### config.mk
export PLATFORM = sky130hd
export DESIGN_NAME = nearest_neighbour_luma_downscaler
export DESIGN_NICKNAME = d
export VERILOG_FILES = /design/src/nnld_pkg.sv /design/src/nnld_divider.sv /design/src/nearest_neighbour_luma_downscaler.sv
export SDC_FILE = /design/constraint.sdc
export NUM_CORES = 1
export LEC_CHECK = 0
export ABC_AREA = 1
export BUFFER_PORTS_ARGS = -buffer_cell sky130_fd_sc_hd__buf_2
export CAP_MARGIN = 20
export CORE_MARGIN = 2
export CORE_UTILIZATION = 55
export DETAILED_ROUTE_END_ITERATION = 10
export PLACE_DENSITY_LB_ADDON = 0.05
export SETUP_SLACK_MARGIN = 0.4
export SYNTH_ARGS = -nofsm -noshare
export SYNTH_HDL_FRONTEND = slang
export SYNTH_SLANG_ARGS = --single-unit
### constraint.sdc
create_clock -name clock -period 6.4 [get_ports clock]
set_clock_uncertainty 0.1 [all_clocks]
set_input_delay 1.28 -clock clock [delete_from_list [all_inputs] [get_ports clock]]
set_output_delay 1.28 -clock clock [all_outputs]
set_load 0.005 [all_outputs]
### src/nnld_pkg.sv
// ----------------------------------------------------------------------------
// nnld_pkg
// Types, constants and helpers shared by the luma downscaler modules.
// ----------------------------------------------------------------------------
`default_nettype none

package nnld_pkg;

   localparam int DIM_W     = 13;
   localparam int POS_W     = 12;
   localparam int TW_W      = 14;
   localparam int PROD_W    = 25;
   localparam int CSR_IDX_W = 2;

   localparam logic [DIM_W-1:0] MAX_DIM   = 13'd4096;
   localparam logic [DIM_W-1:0] EVEN_MASK = ~13'd1;

   typedef enum logic [CSR_IDX_W-1:0] {
      CSR_SOURCE_WIDTH  = 2'd0,
      CSR_SOURCE_HEIGHT = 2'd1,
      CSR_TARGET_WIDTH  = 2'd2,
      CSR_UNUSED        = 2'd3
   } nnld_csr_idx_type;

   typedef enum logic [3:0] {
      S_IDLE,
      S_MUL,
      S_DH_GO,
      S_DH_WAIT,
      S_CQ_GO,
      S_CQ_WAIT,
      S_RQ_GO,
      S_RQ_WAIT,
      S_STEP
   } nnld_state_type;

   typedef struct packed {
      logic busy;
      logic done;
   } nnld_div_stat_type;

   function automatic logic [DIM_W-1:0] clamp_dim(input logic [DIM_W-1:0] v);
      logic [DIM_W-1:0] r;
      if (v == '0) begin
         r = DIM_W'(1);
      end else if (v > MAX_DIM) begin
         r = MAX_DIM;
      end else begin
         r = v;
      end
      return r;
   endfunction

endpackage

`default_nettype wire

### src/nnld_divider.sv
// ----------------------------------------------------------------------------
// nnld_divider
// Restoring radix-2 divider, one quotient bit per cycle, shared by the setup.
// ----------------------------------------------------------------------------
`default_nettype none

module nnld_divider #(
   parameter int NUM_W = 25,
   parameter int DEN_W = 13
) (
   input  wire logic                        clock,
   input  wire logic                        reset,
   input  wire logic                        start,
   input  wire logic [NUM_W-1:0]            num,
   input  wire logic [DEN_W-1:0]            den,
   output      nnld_pkg::nnld_div_stat_type stat,
   output      logic [NUM_W-1:0]            quot,
   output      logic [DEN_W-1:0]            rem
);

   localparam int CNT_W = $clog2(NUM_W + 1);

   logic [NUM_W-1:0] q_ff, q_in;
   logic [DEN_W-1:0] rem_ff, rem_in;
   logic [DEN_W-1:0] den_ff, den_in;
   logic [CNT_W-1:0] cnt_ff, cnt_in;
   logic             busy_ff, busy_in;
   logic             done_ff, done_in;
   logic [DEN_W:0]   shifted;
   logic [DEN_W:0]   diff;
   logic             ge;

   always_comb begin
      shifted = {rem_ff, q_ff[NUM_W-1]};
      ge      = shifted >= {1'b0, den_ff};
      diff    = shifted - {1'b0, den_ff};
      q_in    = q_ff;
      rem_in  = rem_ff;
      den_in  = den_ff;
      cnt_in  = cnt_ff;
      busy_in = busy_ff;
      done_in = 1'b0;
      if (start) begin
         q_in    = num;
         rem_in  = '0;
         den_in  = den;
         cnt_in  = CNT_W'(NUM_W);
         busy_in = 1'b1;
      end else if (busy_ff) begin
         q_in   = {q_ff[NUM_W-2:0], ge};
         rem_in = ge ? diff[DEN_W-1:0] : shifted[DEN_W-1:0];
         cnt_in = cnt_ff - CNT_W'(1);
         if (cnt_ff == CNT_W'(1)) begin
            busy_in = 1'b0;
            done_in = 1'b1;
         end
      end
   end

   always_ff @(posedge clock) begin
      if (reset) begin
         busy_ff <= 1'b0;
         done_ff <= 1'b0;
         cnt_ff  <= '0;
      end else begin
         busy_ff <= busy_in;
         done_ff <= done_in;
         cnt_ff  <= cnt_in;
      end
      q_ff   <= q_in;
      rem_ff <= rem_in;
      den_ff <= den_in;
   end

   assign stat = nnld_pkg::nnld_div_stat_type'({busy_ff, done_ff});
   assign quot = q_ff;
   assign rem  = rem_ff;

   a_no_restart : assert property (@(posedge clock) disable iff (reset)
      start |-> !busy_ff) else $error("divider restarted while busy");
   a_done_pulse : assert property (@(posedge clock) disable iff (reset)
      done_ff |=> !done_ff) else $error("divider done lasted two cycles");
   a_rem_below : assert property (@(posedge clock) disable iff (reset)
      done_ff |-> rem_ff < den_ff) else $error("remainder not below divisor");

endmodule

`default_nettype wire

### src/nearest_neighbour_luma_downscaler.sv
// ----------------------------------------------------------------------------
// nearest_neighbour_luma_downscaler
// Nearest-neighbor luma downscaler with per-frame division and DDA stepping.
// ----------------------------------------------------------------------------
// A word without frame_start is processed when accepted; its result appears next cycle.
// A word with frame_start is accepted, then the product is formed, then each of
// three 25-step divisions runs on the shared serial divider, and then the word is
// processed. A zero target width skips the divisions and a zero scaled height
// skips the last one. A waiting result holds off input.
// Reset is synchronous; no output until the first frame start.
`default_nettype none

module nearest_neighbour_luma_downscaler #(
   parameter int PIXEL_BITS = 8
) (
   input  wire logic                                clock,
   input  wire logic                                reset,
   // tdata: luma_in
   input  wire logic [((PIXEL_BITS+7)/8)*8-1:0]     req_tdata,
   // tuser: frame_start
   input  wire logic                                req_tuser,
   input  wire logic                                req_tvalid,
   output      logic                                req_tready,
   // tdata: luma_out, scaled_width, scaled_height
   output      logic [((PIXEL_BITS+26+7)/8)*8-1:0]  rsp_tdata,
   // tuser: last_of_frame
   output      logic                                rsp_tuser,
   output      logic                                rsp_tlast,
   output      logic                                rsp_tvalid,
   input  wire logic                                rsp_tready,
   input  wire logic                                csr_we,
   input  wire logic [nnld_pkg::CSR_IDX_W-1:0]      csr_index,
   input  wire logic [nnld_pkg::TW_W-1:0]           csr_wdata
);

   localparam int DW  = nnld_pkg::DIM_W;
   localparam int PW  = nnld_pkg::POS_W;
   localparam int RSP_W = ((PIXEL_BITS + 26 + 7) / 8) * 8;

   nnld_pkg::nnld_state_type state_ff, state_in;

   logic [DW-1:0] cfg_w_ff, cfg_h_ff;
   logic [nnld_pkg::TW_W-1:0] cfg_tw_ff;

   logic [PW-1:0] src_col_ff, src_col_in, src_row_ff, src_row_in;
   logic [DW-1:0] out_col_ff, out_col_in, out_row_ff, out_row_in;
   logic [DW-1:0] pick_col_ff, pick_col_in, col_rem_ff, col_rem_in;
   logic [DW-1:0] pick_row_ff, pick_row_in, row_rem_ff, row_rem_in;
   logic [DW-1:0] col_quot_ff, col_quot_in, col_srem_ff, col_srem_in;
   logic [DW-1:0] row_quot_ff, row_quot_in, row_srem_ff, row_srem_in;
   logic [DW-1:0] fow_ff, fow_in, foh_ff, foh_in;
   logic [DW-1:0] lat_w_ff, lat_w_in, lat_h_ff, lat_h_in;
   logic          started_ff, started_in;
   logic [nnld_pkg::PROD_W-1:0] prod_ff, prod_in;
   logic [PIXEL_BITS-1:0] hold_luma_ff, hold_luma_in;

   logic                  rsp_valid_ff, rsp_valid_in;
   logic [PIXEL_BITS-1:0] rsp_luma_ff, rsp_luma_in;
   logic [DW-1:0]         rsp_sw_ff, rsp_sw_in, rsp_sh_ff, rsp_sh_in;
   logic                  rsp_last_ff, rsp_last_in, rsp_lof_ff, rsp_lof_in;

   logic                  div_start;
   logic [nnld_pkg::PROD_W-1:0] div_num, div_quot;
   logic [DW-1:0]         div_den, div_rem;
   nnld_pkg::nnld_div_stat_type div_stat;

   logic                  out_free, accept, step_en;
   logic [PIXEL_BITS-1:0] pix;
   logic [DW-1:0]         clw, clh, dw_new;
   logic                  row_hit, emit, line_end, lr;
   logic [DW:0]           col_sum, row_sum;
   logic                  col_wrap, row_wrap;
   logic [DW-1:0]         src_col_inc, src_row_inc;

   nnld_divider #(
      .NUM_W (nnld_pkg::PROD_W),
      .DEN_W (DW)
   ) u_div (
      .clock (clock),
      .reset (reset),
      .start (div_start),
      .num   (div_num),
      .den   (div_den),
      .stat  (div_stat),
      .quot  (div_quot),
      .rem   (div_rem)
   );

   always_ff @(posedge clock) begin
      if (reset) begin
         cfg_w_ff  <= DW'(640);
         cfg_h_ff  <= DW'(480);
         cfg_tw_ff <= '1;
      end else if (csr_we) begin
         unique case (nnld_pkg::nnld_csr_idx_type'(csr_index))
            nnld_pkg::CSR_SOURCE_WIDTH:  cfg_w_ff  <= csr_wdata[DW-1:0];
            nnld_pkg::CSR_SOURCE_HEIGHT: cfg_h_ff  <= csr_wdata[DW-1:0];
            nnld_pkg::CSR_TARGET_WIDTH:  cfg_tw_ff <= csr_wdata;
            default: ;
         endcase
      end
   end

   always_comb begin
      out_free   = !rsp_valid_ff || rsp_tready;
      req_tready = (state_ff == nnld_pkg::S_IDLE) && out_free;
      accept     = req_tvalid && req_tready;
      pix        = (state_ff == nnld_pkg::S_STEP) ? hold_luma_ff : req_tdata[PIXEL_BITS-1:0];
      step_en    = (accept && !req_tuser) || ((state_ff == nnld_pkg::S_STEP) && out_free);

      clw = nnld_pkg::clamp_dim(cfg_w_ff);
      clh = nnld_pkg::clamp_dim(cfg_h_ff);
      if (cfg_tw_ff[nnld_pkg::TW_W-1] || (cfg_tw_ff[DW-1:0] > clw)) begin
         dw_new = clw;
      end else begin
         dw_new = cfg_tw_ff[DW-1:0];
      end

      row_hit = (fow_ff != '0) && (foh_ff != '0) && (out_row_ff < foh_ff) &&
                ({1'b0, src_row_ff} == pick_row_ff);
      emit    = row_hit && (out_col_ff < fow_ff) && ({1'b0, src_col_ff} == pick_col_ff);
      lr      = out_col_ff == (fow_ff - DW'(1));
      col_sum = {1'b0, col_rem_ff} + {1'b0, col_srem_ff};
      col_wrap = col_sum >= {1'b0, fow_ff};
      row_sum = {1'b0, row_rem_ff} + {1'b0, row_srem_ff};
      row_wrap = row_sum >= {1'b0, foh_ff};
      src_col_inc = {1'b0, src_col_ff} + DW'(1);
      src_row_inc = {1'b0, src_row_ff} + DW'(1);
      line_end = src_col_inc >= lat_w_ff;

      state_in     = state_ff;
      src_col_in   = src_col_ff;
      src_row_in   = src_row_ff;
      out_col_in   = out_col_ff;
      out_row_in   = out_row_ff;
      pick_col_in  = pick_col_ff;
      col_rem_in   = col_rem_ff;
      pick_row_in  = pick_row_ff;
      row_rem_in   = row_rem_ff;
      col_quot_in  = col_quot_ff;
      col_srem_in  = col_srem_ff;
      row_quot_in  = row_quot_ff;
      row_srem_in  = row_srem_ff;
      fow_in       = fow_ff;
      foh_in       = foh_ff;
      lat_w_in     = lat_w_ff;
      lat_h_in     = lat_h_ff;
      started_in   = started_ff;
      prod_in      = prod_ff;
      hold_luma_in = hold_luma_ff;
      div_start    = 1'b0;
      div_num      = prod_ff;
      div_den      = lat_w_ff;

      rsp_valid_in = rsp_valid_ff && !rsp_tready;
      rsp_luma_in  = rsp_luma_ff;
      rsp_sw_in    = rsp_sw_ff;
      rsp_sh_in    = rsp_sh_ff;
      rsp_last_in  = rsp_last_ff;
      rsp_lof_in   = rsp_lof_ff;

      unique case (state_ff)
         nnld_pkg::S_IDLE: begin
            if (accept && req_tuser) begin
               hold_luma_in = req_tdata[PIXEL_BITS-1:0];
               lat_w_in     = clw;
               lat_h_in     = clh;
               started_in   = 1'b1;
               fow_in       = dw_new;
               foh_in       = '0;
               col_quot_in  = '0;
               col_srem_in  = '0;
               row_quot_in  = '0;
               row_srem_in  = '0;
               src_col_in   = '0;
               src_row_in   = '0;
               out_col_in   = '0;
               out_row_in   = '0;
               pick_col_in  = '0;
               col_rem_in   = '0;
               pick_row_in  = '0;
               row_rem_in   = '0;
               state_in     = (dw_new == '0) ? nnld_pkg::S_STEP : nnld_pkg::S_MUL;
            end
         end
         nnld_pkg::S_MUL: begin
            prod_in  = nnld_pkg::PROD_W'(lat_h_ff) * nnld_pkg::PROD_W'(fow_ff);
            state_in = nnld_pkg::S_DH_GO;
         end
         nnld_pkg::S_DH_GO: begin
            div_start = 1'b1;
            state_in  = nnld_pkg::S_DH_WAIT;
         end
         nnld_pkg::S_DH_WAIT: begin
            if (div_stat.done) begin
               foh_in   = div_quot[DW-1:0] & nnld_pkg::EVEN_MASK;
               state_in = nnld_pkg::S_CQ_GO;
            end
         end
         nnld_pkg::S_CQ_GO: begin
            div_start = 1'b1;
            div_num   = nnld_pkg::PROD_W'(lat_w_ff);
            div_den   = fow_ff;
            state_in  = nnld_pkg::S_CQ_WAIT;
         end
         nnld_pkg::S_CQ_WAIT: begin
            if (div_stat.done) begin
               col_quot_in = div_quot[DW-1:0];
               col_srem_in = div_rem;
               state_in    = (foh_ff == '0) ? nnld_pkg::S_STEP : nnld_pkg::S_RQ_GO;
            end
         end
         nnld_pkg::S_RQ_GO: begin
            div_start = 1'b1;
            div_num   = nnld_pkg::PROD_W'(lat_h_ff);
            div_den   = foh_ff;
            state_in  = nnld_pkg::S_RQ_WAIT;
         end
         nnld_pkg::S_RQ_WAIT: begin
            if (div_stat.done) begin
               row_quot_in = div_quot[DW-1:0];
               row_srem_in = div_rem;
               state_in    = nnld_pkg::S_STEP;
            end
         end
         nnld_pkg::S_STEP: begin
            if (out_free) begin
               state_in = nnld_pkg::S_IDLE;
            end
         end
         default: state_in = nnld_pkg::S_IDLE;
      endcase

      if (step_en) begin
         if (emit) begin
            rsp_valid_in = 1'b1;
            rsp_luma_in  = pix;
            rsp_last_in  = lr;
            rsp_lof_in   = lr && (out_row_ff == (foh_ff - DW'(1)));
            rsp_sw_in    = fow_ff;
            rsp_sh_in    = foh_ff;
            out_col_in   = out_col_ff + DW'(1);
            col_rem_in   = col_wrap ? DW'(col_sum - {1'b0, fow_ff}) : col_sum[DW-1:0];
            pick_col_in  = pick_col_ff + col_quot_ff + DW'(col_wrap);
         end
         if (started_ff) begin
            src_col_in = src_col_inc[PW-1:0];
            if (line_end) begin
               src_col_in = '0;
               if (row_hit) begin
                  out_row_in  = out_row_ff + DW'(1);
                  row_rem_in  = row_wrap ? DW'(row_sum - {1'b0, foh_ff}) : row_sum[DW-1:0];
                  pick_row_in = pick_row_ff + row_quot_ff + DW'(row_wrap);
               end
               out_col_in  = '0;
               pick_col_in = '0;
               col_rem_in  = '0;
               if (src_row_inc < lat_h_ff) begin
                  src_row_in = src_row_inc[PW-1:0];
               end
            end
         end
      end
   end

   always_ff @(posedge clock) begin
      if (reset) begin
         state_ff     <= nnld_pkg::S_IDLE;
         rsp_valid_ff <= 1'b0;
         started_ff   <= 1'b0;
         src_col_ff   <= '0;
         src_row_ff   <= '0;
         out_col_ff   <= '0;
         out_row_ff   <= '0;
         pick_col_ff  <= '0;
         col_rem_ff   <= '0;
         pick_row_ff  <= '0;
         row_rem_ff   <= '0;
         col_quot_ff  <= '0;
         col_srem_ff  <= '0;
         row_quot_ff  <= '0;
         row_srem_ff  <= '0;
         fow_ff       <= '0;
         foh_ff       <= '0;
         lat_w_ff     <= '0;
         lat_h_ff     <= '0;
      end else begin
         state_ff     <= state_in;
         rsp_valid_ff <= rsp_valid_in;
         started_ff   <= started_in;
         src_col_ff   <= src_col_in;
         src_row_ff   <= src_row_in;
         out_col_ff   <= out_col_in;
         out_row_ff   <= out_row_in;
         pick_col_ff  <= pick_col_in;
         col_rem_ff   <= col_rem_in;
         pick_row_ff  <= pick_row_in;
         row_rem_ff   <= row_rem_in;
         col_quot_ff  <= col_quot_in;
         col_srem_ff  <= col_srem_in;
         row_quot_ff  <= row_quot_in;
         row_srem_ff  <= row_srem_in;
         fow_ff       <= fow_in;
         foh_ff       <= foh_in;
         lat_w_ff     <= lat_w_in;
         lat_h_ff     <= lat_h_in;
      end
      prod_ff      <= prod_in;
      hold_luma_ff <= hold_luma_in;
      rsp_luma_ff  <= rsp_luma_in;
      rsp_sw_ff    <= rsp_sw_in;
      rsp_sh_ff    <= rsp_sh_in;
      rsp_last_ff  <= rsp_last_in;
      rsp_lof_ff   <= rsp_lof_in;
   end

   assign rsp_tvalid = rsp_valid_ff;
   assign rsp_tlast  = rsp_last_ff;
   assign rsp_tuser  = rsp_lof_ff;
   assign rsp_tdata  = RSP_W'({rsp_sh_ff, rsp_sw_ff, rsp_luma_ff});

   a_lof_is_last : assert property (@(posedge clock) disable iff (reset)
      rsp_valid_ff && rsp_lof_ff |-> rsp_last_ff) else $error("frame end without row end");
   a_col_bound : assert property (@(posedge clock) disable iff (reset)
      out_col_ff <= fow_ff) else $error("output column beyond scaled width");
   a_height_bound : assert property (@(posedge clock) disable iff (reset)
      foh_ff <= lat_h_ff) else $error("scaled height above source height");
   a_col_rem : assert property (@(posedge clock) disable iff (reset)
      fow_ff != '0 |-> col_rem_ff < fow_ff) else $error("column remainder out of range");
   a_no_drop : assert property (@(posedge clock) disable iff (reset)
      rsp_valid_ff && !rsp_tready |=> rsp_valid_ff) else $error("result word dropped");

endmodule

`default_nettype wire
==> impl_metrics.env, run 1 <==
export IMPL_place_ws_ns=0.736
export IMPL_whs_endpoint="rsp_sh_ff[11]$_DFFE_PP_"
export IMPL_critPathSlowestCell="dfxtp_1"
export IMPL_worstPathRequired_ns=6.64
export IMPL_reg2reg_depth=21
export IMPL_register_area_um2=8610
export IMPL_dieWidth_um=228
export IMPL_post_route_min_period_ns=5.59
export IMPL_ys_seq_elements=377
export IMPL_port_buffers=66
export IMPL_async_reset_ff_frac=0
export IMPL_wl_per_cell_um=19.1
export IMPL_nFillCells=4614
export IMPL_final_cell_area_um2=29900
export IMPL_relSlewSlack=0.317
export IMPL_endpoint_kind="flip-flop"
export IMPL_antenna_found_initial=1
export IMPL_p_leak_nw=13.8
export IMPL_synth_ff_type="dfxtp_1"
export IMPL_cap_violations=0
export IMPL_fmax_ghz=0.179
export IMPL_cp_common_cell="fa_1"
export IMPL_fin_ws_ns=0.808
export IMPL_run_status="finished, final reports clean"
export IMPL_setup_violations_final=0
export IMPL_fin_setup_tns_ns=0
export IMPL_yosys_top_cells_area="dfxtp_1 20%, edfxtp_1 12%, ha_1 10%"
export IMPL_synth_distinct_cells=63
export IMPL_slowest_delay_ns=0.62
export IMPL_rsz0062_at_grt="false"
export IMPL_final_hold_viol_count=0
export IMPL_synth_area_um2=27500
export IMPL_path_clk_slew_ns=0.06
export IMPL_hp_start="foh_ff[11]$_SDFFE_PP0P_"
export IMPL_drive_above_1_share=0.0646
export IMPL_cts_sinks=377
export IMPL_cts_tree="done"
export IMPL_powerDensity_nw_per_um2=392
export IMPL_yosys_area_top_type_share=0.197
export IMPL_worstMarginPinSlew_ns=1.02
export IMPL_coreArea_um2=49800
export IMPL_via_count=24233
export IMPL_avgViaCountPerCell=5.68
export IMPL_avgSynthCellArea_um2=7.76
export IMPL_drtAntennaViolNets=0
export IMPL_grt_overflow_total=0
export IMPL_rr_startpoint="lat_h_ff[8]$_SDFFE_PP0P_"
export IMPL_synth_cells=3550
export IMPL_synth_edf_count=106
export IMPL_post_dp_cell_area_um2=28400
export IMPL_holdWs_ns=0.338
export IMPL_arrival_ns=5.83
export IMPL_syn2layout_area_growth_pct=8.73
export IMPL_critPathTopFamily="adder cells"
export IMPL_cts_max_path_buffers=3
export IMPL_wl_um=81600
export IMPL_multi_input_area_um2=16300
export IMPL_reg2reg_slack_ns=0.81
export IMPL_min_path_cells=0
export IMPL_dr_pass1_iters=5
export IMPL_die_area_um2=51900
export IMPL_groute_usage_overall=0.312
export IMPL_postCtsHoldBufs=0
export IMPL_cp_buffers_inverters=4
export IMPL_grt_pass1_wl_um=128000
export IMPL_yosysSeqAreaShare=0.313
export IMPL_die_y_um=228
export IMPL_hpwl_um=61800
export IMPL_grt_pass1_vias=23717
export IMPL_grt_max_degree=79
export IMPL_gp_congestion=0.979
export IMPL_worst_path_stages=21
export IMPL_synth_warnings=0
export IMPL_min_period_over_period=0.874
export IMPL_clkLatencyLatePin_ns=0.60
export IMPL_critPathMaxFanout=13
export IMPL_peakVddDrop_mv=0.413
export IMPL_rows=82
export IMPL_cts_buffers=45
export IMPL_drc_errors=0
export IMPL_io_pins=74
export IMPL_final_cell_count_no_fill=4263
export IMPL_synthTopCellsByCount="726 x nand2_1, 499 x inv_1, 334 x a21oi_1"
export IMPL_root_buffer="clkbuf_16"
export IMPL_yosysMostFrequentCell="nand2_1"
export IMPL_dp_cells=4177
export IMPL_htreeDepth=2
export IMPL_drtIter0Drc=2034
export IMPL_crit_type="flip-flop to flip-flop"
export IMPL_nets=3938
export IMPL_finalMaxSlewViolations=0
export IMPL_initial_core_util=0.553
export IMPL_hp_class="flip-flop to flip-flop"
export IMPL_crit_path_start_kind="flip-flop"
export IMPL_rr_endpoint="prod_ff[22]$_DFFE_PP_"
export IMPL_path_cells="nand2_1 > fa_1 > inv_1 > fa_1 > inv_1 > fa_1 > inv_1 > fa_1 > fa_1 > ha_1 > a21oi_1 > o21ai_0 > a21oi_1 > inv_1 > a21oi_1 > o21ai_0 > nand3_1 > nand2_1 > nand3_1 > nand2_1 > xor2_1"
export IMPL_synth_top_area_cell="dfxtp_1"
-- layout by cell type, fill, tap and decap left out, types with 4 or more instances in the layout --
master / instances
nand2_1: 726
clkinv_2: 9
xnor2_1: 55
o21ai_1: 11
buf_4: 48
edfxtp_1: 106
nor2_4: 4
o22ai_1: 11
o211ai_1: 23
nor2_1: 211
nor3_1: 34
nand4_1: 51
buf_2: 65
o221ai_1: 14
clkbuf_8: 4
a31oi_1: 18
nand3_1: 216
a41oi_1: 6
a21o_1: 6
ha_1: 225
a211oi_1: 17
xor2_1: 117
o21bai_1: 7
inv_2: 9
fa_1: 129
or2_2: 10
dfxtp_1: 270
a32o_1: 12
inv_1: 497
a21oi_1: 334
a211oi_2: 7
clkbuf_1: 8
clkbuf_16: 47
conb_1: 7
o21ai_0: 178
nor4_1: 10
a22oi_1: 26
clkinv_1: 7
-- power by group --
part | leakage, nW | switching [mW] | internal, mW
Combinational | 9.87 | 3.74 | 1.83
Sequential | 3.18 | 0.506 | 3.03
Clock | 0.739 | 1.11 | 1.53
Total | 13.8 | 5.36 | 6.38
-- worst register-to-register path: cells and delay by family, from the launching register on --
kind,cells,cell delay [ns]
adders and majority gates,6,2.83
buffers and inverters,4,0.22
xor gates and xnor gates,1,0.14
AOI/OAI and AO/OA,5,0.97
and+or+nand+nor,5,0.47
DFF,1,0.62
-- metrics by stage --
step                      power, mW  utilization
after global placement         8.95        0.570
after floorplan                7.45            -
after global routing           12.6        0.602
after CTS                      11.7        0.601
after detailed placement       9.05        0.571
final                          11.7        0.602
-- cells by family after synthesis --
family                     count (synthesis)  share of synthesized area
adders and majority gates                354                      0.196
DFF                                      377                      0.313
other                                      1                   0.000136
AOI/OAI and AO/OA                        689                      0.143
buffers and inverters                    676                     0.0961
and+or+nand+nor                         1281                      0.197
xor gates and xnor gates                 172                     0.0547
-- metal layers --
metal | vias to the layer above | global-route usage | share of wire
li1 | 11714 | - | -
met1 | 11518 | 0.405 | 0.43
met2 | 779 | 0.513 | 0.46
met3 | 222 | 0.0379 | 0.057
met4 | 0 | 0.165 | 0.055
met5 | - | 0 | 0
-- worst max-delay path by stage --
stage	to	slack, ns	from
floorplan	prod_ff[21]$_DFFE_PP_	0.90	fow_ff[1]$_SDFFE_PP0P_
global placement	prod_ff[21]$_DFFE_PP_	0.82	lat_h_ff[6]$_SDFFE_PP0P_
detailed placement	prod_ff[21]$_DFFE_PP_	0.74	lat_h_ff[6]$_SDFFE_PP0P_
CTS	prod_ff[21]$_DFFE_PP_	0.71	lat_h_ff[6]$_SDFFE_PP0P_
global route	prod_ff[22]$_DFFE_PP_	0.42	lat_h_ff[8]$_SDFFE_PP0P_
finish	prod_ff[22]$_DFFE_PP_	0.81	lat_h_ff[8]$_SDFFE_PP0P_
-- layout make-up --
type | instances | share of cell area
flip-flops and latches | 377 | 0.288
well taps | 672 | 0.0281
clock inverters | 24 | 0.00798
diodes | 1 | 0.0000836
inverters | 511 | 0.0642
multi-input cells | 2503 | 0.545
repair buffers | 116 | 0.0252
clock buffers | 59 | 0.0421
-- repair_timing --
item | 4_1_cts | 5_1_grt
endpoints found under the setup margin | 0 | 3
resized for setup | 0 | 1
setup buffers | 0 | 0
Note: power is estimated with default switching activity, not from simulation.
==> inputs of run 2 (changes only) <==
- CTS_BUF_LIST: unset -> sky130_fd_sc_hd__clkbuf_4 sky130_fd_sc_hd__clkbuf_8
==> run 2 against run 1 <==
Sequential power hardly changed. Die area stayed put. Worst setup slack worse by 0.057 ns.
==> impl_metrics.env, run 2 (synthesis gave the netlist of run 1 again) <==
export IMPL_cap_violations=0
export IMPL_cts_max_path_buffers=3
export IMPL_wl_per_cell_um=19.1
export IMPL_whs_endpoint="rsp_sh_ff[11]$_DFFE_PP_"
export IMPL_die_area_um2=51900
export IMPL_finalMaxSlewViolations=0
export IMPL_min_path_cells=0
export IMPL_antenna_found_initial=0
export IMPL_layout_commonest_cell="nand2_1"
export IMPL_cts_setup_buffers=0
export IMPL_port_buffers=66
export IMPL_drc_errors=0
export IMPL_endpoint_kind="flip-flop"
export IMPL_grt_pass1_wl_um=130000
export IMPL_fin_setup_tns_ns=0
export IMPL_io_pins=74
export IMPL_rsz0062_at_grt="false"
export IMPL_total_power_mw=11.6
export IMPL_dieWidth_um=228
export IMPL_drtAntennaViolNets=0
export IMPL_postCtsResizedCells=0
export IMPL_grt_met2_usage=0.523
export IMPL_setup_violations_final=0
export IMPL_grt_overflow_total=0
export IMPL_grt_max_degree=79
export IMPL_cp_buffers_inverters=4
export IMPL_rr_startpoint="lat_h_ff[8]$_SDFFE_PP0P_"
export IMPL_arrival_ns=5.96
export IMPL_hp_start="foh_ff[11]$_SDFFE_PP0P_"
export IMPL_drtIter0Drc=2030
export IMPL_clkLatencyLatePin_ns=0.68
export IMPL_run_status="finished, final reports clean"
export IMPL_cts_buffers=72
export IMPL_peakVddDrop_mv=0.421
export IMPL_postCtsHoldBufs=0
export IMPL_rr_endpoint="prod_ff[22]$_DFFE_PP_"
export IMPL_cts_sinks=377
export IMPL_post_route_min_period_ns=5.65
export IMPL_cts_tree="done"
export IMPL_final_hold_viol_count=0
export IMPL_htreeDepth=3
export IMPL_final_cell_mix="726 x nand2_1, 497 x inv_1, 334 x a21oi_1"
export IMPL_slowest_delay_ns=0.64
export IMPL_path_clk_slew_ns=0.06
export IMPL_gp_congestion=0.979
export IMPL_grt_pass1_vias=23860
export IMPL_dr_pass1_iters=5
export IMPL_hp_class="flip-flop to flip-flop"
export IMPL_critPathSlowestCell="dfxtp_1"
export IMPL_fmax_ghz=0.177
export IMPL_nFillCells=4634
export IMPL_initial_core_util=0.553
export IMPL_syn2layout_area_growth_pct=8.72
export IMPL_p_leak_nw=13.9
export IMPL_critPathMaxFanout=13
export IMPL_avgViaCountPerCell=5.68
export IMPL_reg2reg_depth=21
export IMPL_drive_above_1_share=0.0789
export IMPL_via_count=24502
export IMPL_worstMarginPinSlew_ns=1.04
export IMPL_top_usage_layer="met2"
export IMPL_powerDensity_nw_per_um2=388
export IMPL_coreArea_um2=49800
export IMPL_critPathTopFamily="adder cells"
export IMPL_wl_um=82300
export IMPL_nets=3965
export IMPL_crit_path_start_kind="flip-flop"
export IMPL_path_cells="nand2_1 > fa_1 > inv_1 > fa_1 > inv_1 > fa_1 > inv_1 > fa_1 > fa_1 > ha_1 > a21oi_1 > o21ai_0 > a21oi_1 > inv_1 > a21oi_1 > o21ai_0 > nand3_1 > nand2_1 > nand3_1 > nand2_1 > xor2_1"
export IMPL_die_y_um=228
export IMPL_relSlewSlack=0.308
export IMPL_grt_use_met3=0.0426
export IMPL_grt_use_met1=0.408
export IMPL_groute_usage_overall=0.316
export IMPL_reg2reg_slack_ns=0.75
export IMPL_cp_common_cell="fa_1"
export IMPL_hpwl_um=61800
export IMPL_root_buffer="clkbuf_8"
export IMPL_min_period_over_period=0.883
export IMPL_rows=82
export IMPL_crit_type="flip-flop to flip-flop"
export IMPL_worstPathRequired_ns=6.71
-- run 2: cell types whose count changed in the layout (fill, tap and decap cells not counted) --
cell,previous run,this run
clkbuf_8,4,89
clkbuf_16,47,0
clkbuf_4,0,26
clkbuf_1,8,0
bufinv_16,3,0
inv_16,2,0
inv_4,3,1
clkinv_4,1,0
inv_6,2,1
-- run 2: layout make-up --
cell class              count  area [um^2]  area share
diodes                      1         2.50   0.0000836
clock buffers             115         1420      0.0474
clock inverters            15         78.8     0.00263
inverters                 511         1920      0.0642
multi-input cells        2503        16300       0.545
flip-flops and latches    377         8610       0.288
well taps                 672          841      0.0281
repair buffers            116          753      0.0252
-- run 2: stage by stage --
stage | setup WS [ns] | util | hold WS (ns) | instances | instance area (um^2)
2_1_floorplan | 0.901 | - | 0.303 | 3556 | 27600
3_3_place_gp | 0.818 | 0.570 | 0.314 | 4176 | 28400
3_5_place_dp | 0.736 | 0.571 | 0.320 | 4177 | 28400
4_1_cts | 0.695 | 0.601 | 0.337 | 4307 | 29900
5_1_grt | 0.406 | 0.602 | 0.353 | 4309 | 29900
6_report | 0.751 | 0.602 | 0.342 | 4310 | 29900
-- run 2: worst register-to-register path: stages (launching register included) --
cell,delay (ns)
dfxtp_1,0.64
nand2_1,0.16
fa_1,0.56
inv_1,0.05
fa_1,0.48
inv_1,0.05
fa_1,0.50
inv_1,0.06
fa_1,0.56
fa_1,0.42
ha_1,0.34
a21oi_1,0.18
o21ai_0,0.13
a21oi_1,0.27
inv_1,0.07
a21oi_1,0.24
o21ai_0,0.17
nand3_1,0.10
nand2_1,0.08
nand3_1,0.08
nand2_1,0.06
xor2_1,0.14
-- run 2: power breakdown --
group          leakage [nW]  internal [mW]  total, mW  switching (mW)
sequential             3.18           3.03       3.53           0.503
combinational          9.87           1.83       5.58            3.75
clock                 0.802           1.40       2.51            1.11
-- run 2: how the worst max path moves through the flow --
stage | to | depth (start not counted) | start
6_report | prod_ff[22]$_DFFE_PP_ | 21 | lat_h_ff[8]$_SDFFE_PP0P_
5_1_grt | prod_ff[22]$_DFFE_PP_ | 21 | lat_h_ff[8]$_SDFFE_PP0P_
4_1_cts | prod_ff[21]$_DFFE_PP_ | 19 | lat_h_ff[6]$_SDFFE_PP0P_
3_5_place_dp | prod_ff[21]$_DFFE_PP_ | 19 | lat_h_ff[6]$_SDFFE_PP0P_
3_3_place_gp | prod_ff[21]$_DFFE_PP_ | 19 | lat_h_ff[6]$_SDFFE_PP0P_
2_1_floorplan | prod_ff[21]$_DFFE_PP_ | 21 | fow_ff[1]$_SDFFE_PP0P_
-- run 2: routing by layer --
layer / part of all wire / vias to the layer above
li1: - / 11771
met1: 0.43 / 11683
met2: 0.47 / 822
met3: 0.058 / 226
met4: 0.050 / 0
met5: 0 / -
